`config.mk`:
```
export PLATFORM = sky130hd
export DESIGN_NAME = ssqi_sqrt
export DESIGN_NICKNAME = d
export VERILOG_FILES = /design/src/hw/rtl/ssqi_sqrt.sv
export SDC_FILE = /design/constraint.sdc
export NUM_CORES = 2
export LEC_CHECK = 0
export BUFFER_PORTS_ARGS = -buffer_cell sky130_fd_sc_hd__buf_2
export CORE_UTILIZATION = 55
export DETAILED_ROUTE_END_ITERATION = 16
export PLACE_DENSITY = 0.72
export SKIP_LAST_GASP = 1
export SLEW_MARGIN = 20
export SYNTH_ARGS = -nofsm -noshare
export SYNTH_HDL_FRONTEND = slang
export SYNTH_SLANG_ARGS = --single-unit
export TNS_END_PERCENT = 10
```
`constraint.sdc`:
```
create_clock -name clock -period 4.13 [get_ports clock]
set_input_delay 0.413 -clock clock [delete_from_list [all_inputs] [get_ports clock]]
set_output_delay 0.413 -clock clock [all_outputs]
set_load 0.03 [all_outputs]
```
`src/hw/rtl/ssqi_sqrt.sv`:
```
// digit-by-digit integer square root, one root bit per pipeline stage
module ssqi_sqrt #(
   parameter int IN_W = 62
) (
   input  logic               clock,
   input  logic [IN_W/2-1:0]  en,
   input  logic [IN_W-1:0]    radicand,
   output logic [IN_W/2-1:0]  root
);
   localparam int STEPS = IN_W / 2;
   localparam int REM_W = IN_W + 1;

   logic [REM_W-1:0] rem_ff  [STEPS-1];
   logic [STEPS-1:0] root_ff [STEPS];

   for (genvar k = 0; k < STEPS; k++) begin : g_step
      localparam int B = STEPS - 1 - k;
      logic [REM_W-1:0] rem_prev;
      logic [REM_W-1:0] trial;
      logic [STEPS-1:0] root_prev;
      logic             fit;

      if (k == 0) begin : g_src_in
         assign rem_prev  = REM_W'(radicand);
         assign root_prev = '0;
      end else begin : g_src_prev
         assign rem_prev  = rem_ff[k-1];
         assign root_prev = root_ff[k-1];
      end

      // (r + 2^b)^2 - r^2 = r*2^(b+1) + 2^(2b)
      assign trial = (REM_W'(root_prev) << (B + 1)) + (REM_W'(1) << (2 * B));
      assign fit   = (rem_prev >= trial);

      always_ff @(posedge clock) begin
         if (en[k]) begin
            root_ff[k] <= root_prev | (STEPS'(fit) << B);
         end
      end

      if (k < STEPS - 1) begin : g_carry
         always_ff @(posedge clock) begin
            if (en[k]) begin
               rem_ff[k] <= fit ? (rem_prev - trial) : rem_prev;
            end
         end
      end
   end

   assign root = root_ff[STEPS-1];
endmodule

```
### Yosys cells after proc, flatten, opt, wreduce, memory -nomap -nowiden

Memory sizes are Yosys's and may differ from the RTL's.
Cells that the tools add are included.

| word-level totals | value |
|---|---|
| flip-flop bits (word level) | 0 |
| latch bits | 0 |
| memory bits (writable) | 2851 |
| memory bits (read-only) | 0 |
| input port bits | 94 |
| memories | 2 |

Memory list:

| memory | words | bits a word | read ports | clocked after Yosys merged registers in | wr ports | line | RTL |
|---|---|---|---|---|---|---|---|
| rem_ff | 30 | 63 | 30 | 0 | 30 | 13 | `logic [REM_W-1:0] rem_ff [STEPS-1];` |
| root_ff | 31 | 31 | 31 | 0 | 31 | 14 | `logic [STEPS-1:0] root_ff [STEPS];` |

| operators by class | value |
|---|---|
| $add $sub $neg | 60 |
| $mul | 0 |
| divide/modulo/power cells | 0 |
| magnitude comparators | 31 |
| equality and inequality tests | 0 |
| shift-type cells | 0 |
| muxes and demuxes | 92 |
| bitwise logic cells | 30 |
| reductions and logical operators | 0 |

Operators by type and width:

| kind | count |
|---|---|
| 63-bit 2-to-1 mux | 30 |
| 63-bit by 33-bit >= comparator with 1-bit output | 1 |
| 63-bit by 34-bit >= comparator with 1-bit output | 1 |
| 63-bit by 35-bit >= comparator with 1-bit output | 1 |
| 63-bit by 36-bit >= comparator with 1-bit output | 1 |
| 63-bit by 37-bit >= comparator with 1-bit output | 1 |
| 63-bit by 38-bit >= comparator with 1-bit output | 1 |
| 63-bit by 39-bit >= comparator with 1-bit output | 1 |
| 63-bit by 40-bit >= comparator with 1-bit output | 1 |
| 63-bit by 41-bit >= comparator with 1-bit output | 1 |
| 63-bit by 42-bit >= comparator with 1-bit output | 1 |
| 63-bit by 43-bit >= comparator with 1-bit output | 1 |
| 63-bit by 44-bit >= comparator with 1-bit output | 1 |
| 63-bit by 45-bit >= comparator with 1-bit output | 1 |
| 63-bit by 46-bit >= comparator with 1-bit output | 1 |
| 63-bit by 47-bit >= comparator with 1-bit output | 1 |
| 63-bit by 48-bit >= comparator with 1-bit output | 1 |
| 63-bit by 49-bit >= comparator with 1-bit output | 1 |
| 63-bit by 50-bit >= comparator with 1-bit output | 1 |
| 63-bit by 51-bit >= comparator with 1-bit output | 1 |
| 63-bit by 52-bit >= comparator with 1-bit output | 1 |
| 63-bit by 53-bit >= comparator with 1-bit output | 1 |
| 63-bit by 54-bit >= comparator with 1-bit output | 1 |
| 63-bit by 55-bit >= comparator with 1-bit output | 1 |
| 99 further kinds | 160 |

### Logic depth before layout (Yosys ltp)

An unclocked memory read counts as a cell.

| depth | value |
|---|---|
| depth after elaboration | 4 |
| depth in mapped cells | 15 |
| depth with buffers taken out | 12 |

### Worst setup path after synthesis

Ideal clock, no wire load.

| timing | value |
|---|---|
| kind | reg-to-reg |
| from | mem rem_ff[0][869] in the netlist's numbering |
| to | mem rem_ff[0][930] in the netlist's numbering (data pin) |
| data arrival time | 3225 ps |
| slack | 642 ps |
| stages on the path, launching flop included | 12 |
| buffers on the path | 2 |
| clock period less this slack | 3488 ps |
| cells stage by stage | edfxtp_1 -> or4_4 -> or3_4 -> or4b_1 -> or2_1 -> or3_4 -> nor4_4 -> o31a_1 -> buf_6 -> buf_12 -> nor3_2 -> xor2_1 |

RTL lines:

| what | line |
|---|---|
| start: declaration | 13 |

==> results.md <==
- Fin cells: 12,608
- Met2 usage: 46.5%
- Number of max-cap violations: 0
- Final Core Density: 62.2%
- Hold Crit Class: in2reg
- First-pass GRT wire length: 434 mm
- Busiest grt layer: met2
- Clock Skew: 0.0834 ns
- Vias in the first global route: 74,248
- Final setup vio count: 0
- Least-Margin Pin Slew: 1.09 ns
- CTS Buf Count: 240
- Die span in x: 460 um
- Slew headroom: 26.3%
- Worst Setup Slack, final: 0.0898 ns
- Area grow syn2layout: 12.2%
- F_max: 248 MHz
- RSZ-0062 raised after global routing: yes
- PwrDens: 547 nW/um2
- Startpoint type of the worst setup path: flip-flop
- Ys async rst share: 0%
- GRT met1 Usage: 33.3%
- Pre-antenna DRT Iters: 6
- Setup Fix Bufs, Post-CTS: 0
- #FFs+latches synth: 2,386
- GRT Overall Usage: 26.9%
- Sequential area share after synthesis: 62.2%
- Comb pwr share: 21.0%
- Met3 Usage GRT: 3.54%
- Num ports: 125
- WP data arrival: 4.65 ns
- Via count: 75,280
- Crit path from: root_ff[1][144]
- Initial antenna violation count: 8
- Crit-path max FO: 31
- Die footprint: 211,000 um2
- 1st-iter DRT viols: 6,898
- Post-placement cell count: 12,083
- Routed Antenna Nets: 0
- Die height: 460 um
- Overflow left after global routing: 0
- Slowest cell delay on critical path: 0.73 ns
- CTS root buffer: clkbuf_16
- Detailed placer's ending HPWL: 219 mm
- Count of buffers from port buffering: 124
- Syn_nets: 9,785
- Hold Fails Final Rpt: 0
- Pins Over Slew Limit: 0
- Fraction of layout instances using a drive strength above 1: 9.14%
- H-tree Lvls: 4
- Largest net degree at the start of global routing: 80
- Vias per cell: 5.97
- Final hold slack: 0.0709 ns
- Part of the power in registers: 47.2%
- Switch Pwr: 0.0209 W
- Worst R2R Setup Slack: 0.09 ns
- TritonCTS Sinks: 2,386
- WS Path Type: reg2reg
- Clk slew on worst S/H paths: 0.06 ns
- Maximum clock insertion buffer count: 3
- Initial Utilization: 55.5%
- Clock share of power: 31.9%
- CP required: 4.74 ns
- Status: finished, final reports clean
- Hold_sp: en[19]
- Pre-CTS setup slack: 0.124 ns
- Net Sw Frac: 29.6%
- CP bufs+invs: 2
- Max VDD drop: 0.000455 V
- Slowest cell on the critical path: a2111oi_0
- Clock Latency Late Sink: 0.92 ns
- Leakage power: 48.9 nW
- Avg Synthesized Cell Area: 12.6 um2
- Final Cycle Share: 97.8%
- Final worst path period need: 4.04 ns
- Setup crit end kind: flip-flop
- Post-synth EDFFs: 2,386
- Cell variety after synth: 99
- Routability cong.: 0.961
- Nets: 10,227
- Int Pwr: 0.0498 W
- Mapped cell area: 115,000 um2
- Fill cells: 15,841
- RR Startpoint: root_ff[1][144]
- Routed WL: 285 mm
- Num rows: 167
- DRC: 0
- Syn Inst Count: 9,166
- Main flop type after synthesis: edfxtp_1
- Drt wl/cell: 22.6 um
- CP Cell Sequence: inv_1 > ha_1 > and4_1 > and3_1 > nand2b_1 > a2111oi_0 > nand4b_1 > buf_4 > nor2_1 > a21oi_1
- Yosys synthesis warning count: 0
- CP delay by family, top: compound AO/OA/AOI/OAI gates
- TritonCTS clock tree: yes
- Setup total negative slack: 0 ns
- Core footprint: 208,000 um2
[through the flow]
stage / cell area (um2) / total power, W
floorplan: 115000 / 0.0429
global placement: 120000 / 0.0482
detailed placement: 120000 / 0.0484
CTS: 129000 / 0.0710
global route: 129000 / 0.0737
finish: 129000 / 0.0708
[power by group through the flow]
| stage | sequential [W] | combinational, W | clock [W] |
|---|---|---|---|
| after CTS | 0.0333 | 0.0147 | 0.0229 |
| after global placement | 0.0338 | 0.0144 | 0 |
| final | 0.0334 | 0.0148 | 0.0225 |
| after detailed placement | 0.0338 | 0.0146 | 0 |
| after floorplan | 0.0323 | 0.0106 | 0 |
| after global routing | 0.0336 | 0.0163 | 0.0238 |
[synthesized netlist by cell type (49+ instances only)]
cell type,count,area [um2]
edfxtp_1,2386,71600
and3_1,51,319
nor2_1,672,2520
xnor2_1,457,4000
nand4_1,146,913
mux2_2,90,1010
nor4b_1,51,447
a211oi_1,56,420
a21oi_1,629,3150
clkbuf_1,171,642
or3_1,103,644
nand2b_1,96,601
a21o_1,228,1710
xor2_1,396,3470
inv_1,648,2430
nand3_1,179,896
nor2b_1,63,394
a31oi_1,49,307
ha_1,525,6570
nor4_1,349,2180
nand2_1,467,1750
o21bai_1,52,390
or4_1,68,510
nor3_1,239,1200
o21ai_0,321,1610
o21a_1,91,683
[cells by family (layout without fill, tap and decap cells)]
family / after synthesis / in the layout / synth area share (%)
flops: 2386 / 2386 / 62.2
compound gates: 1738 / 1738 / 9.49
mux: 95 / 95 / 0.923
simple gates: 2713 / 2713 / 12.3
buf+inv: 856 / 1506 / 2.86
other cells: 0 / 4 / 0
fa+ha+maj: 525 / 525 / 5.70
xor+xnor: 853 / 853 / 6.49
[flip-flops by register name (all words and copies together) (netlist names)]
register  count
root_ff     496
rem_ff     1890
[path summary, 6_finish.rpt]
check        cells past startpoint        endpoint
min                              1  rem_ff[1][189]
max reg2reg                     10  rem_ff[1][344]
min reg2reg                      0  rem_ff[0][972]
max                             10  rem_ff[1][344]
[cell usage in the layout (no fill, tap or decap), types with 90 or more instances in the layout]
master and count:
edfxtp_1 2386, nor2_1 672, inv_1 648, a21oi_1 629, ha_1 525, nand2_1 467
xnor2_1 457, xor2_1 396, nor4_1 348, o21ai_0 321, clkbuf_16 240, nor3_1 239
a21o_1 228, buf_4 217, nand3_1 178, nand4_1 146, buf_2 108, or3_1 103
nand2b_1 96, o21a_1 91, mux2_2 90
[area by class of cell]
| class | count | area, um2 | area share [%] |
|---|---|---|---|
| Multi-Input combinational cell | 5924 | 40300 | 31.2 |
| Antenna cell | 4 | 10.0 | 0.00774 |
| Tap cell | 2788 | 3490 | 2.70 |
| Clock inverter | 176 | 2200 | 1.70 |
| Inverter | 654 | 2460 | 1.90 |
| Timing Repair Buffer | 402 | 3010 | 2.33 |
| Sequential cell | 2386 | 71600 | 55.4 |
| Clock buffer | 274 | 6130 | 4.74 |
[routing by layer]
layer	vias up	wire [um]
li1	35339	-
met1	36714	113000
met2	2572	141000
met3	651	16100
met4	4	14800
met5	-	26
[repair_timing]
item	4_1_cts	5_1_grt
endpoints found under the hold margin	236	0
gates resized for setup	0	1
hold buffers	70	0
setup endpoints to repair	0	18
Note: power is estimated with default switching activity, not from simulation.
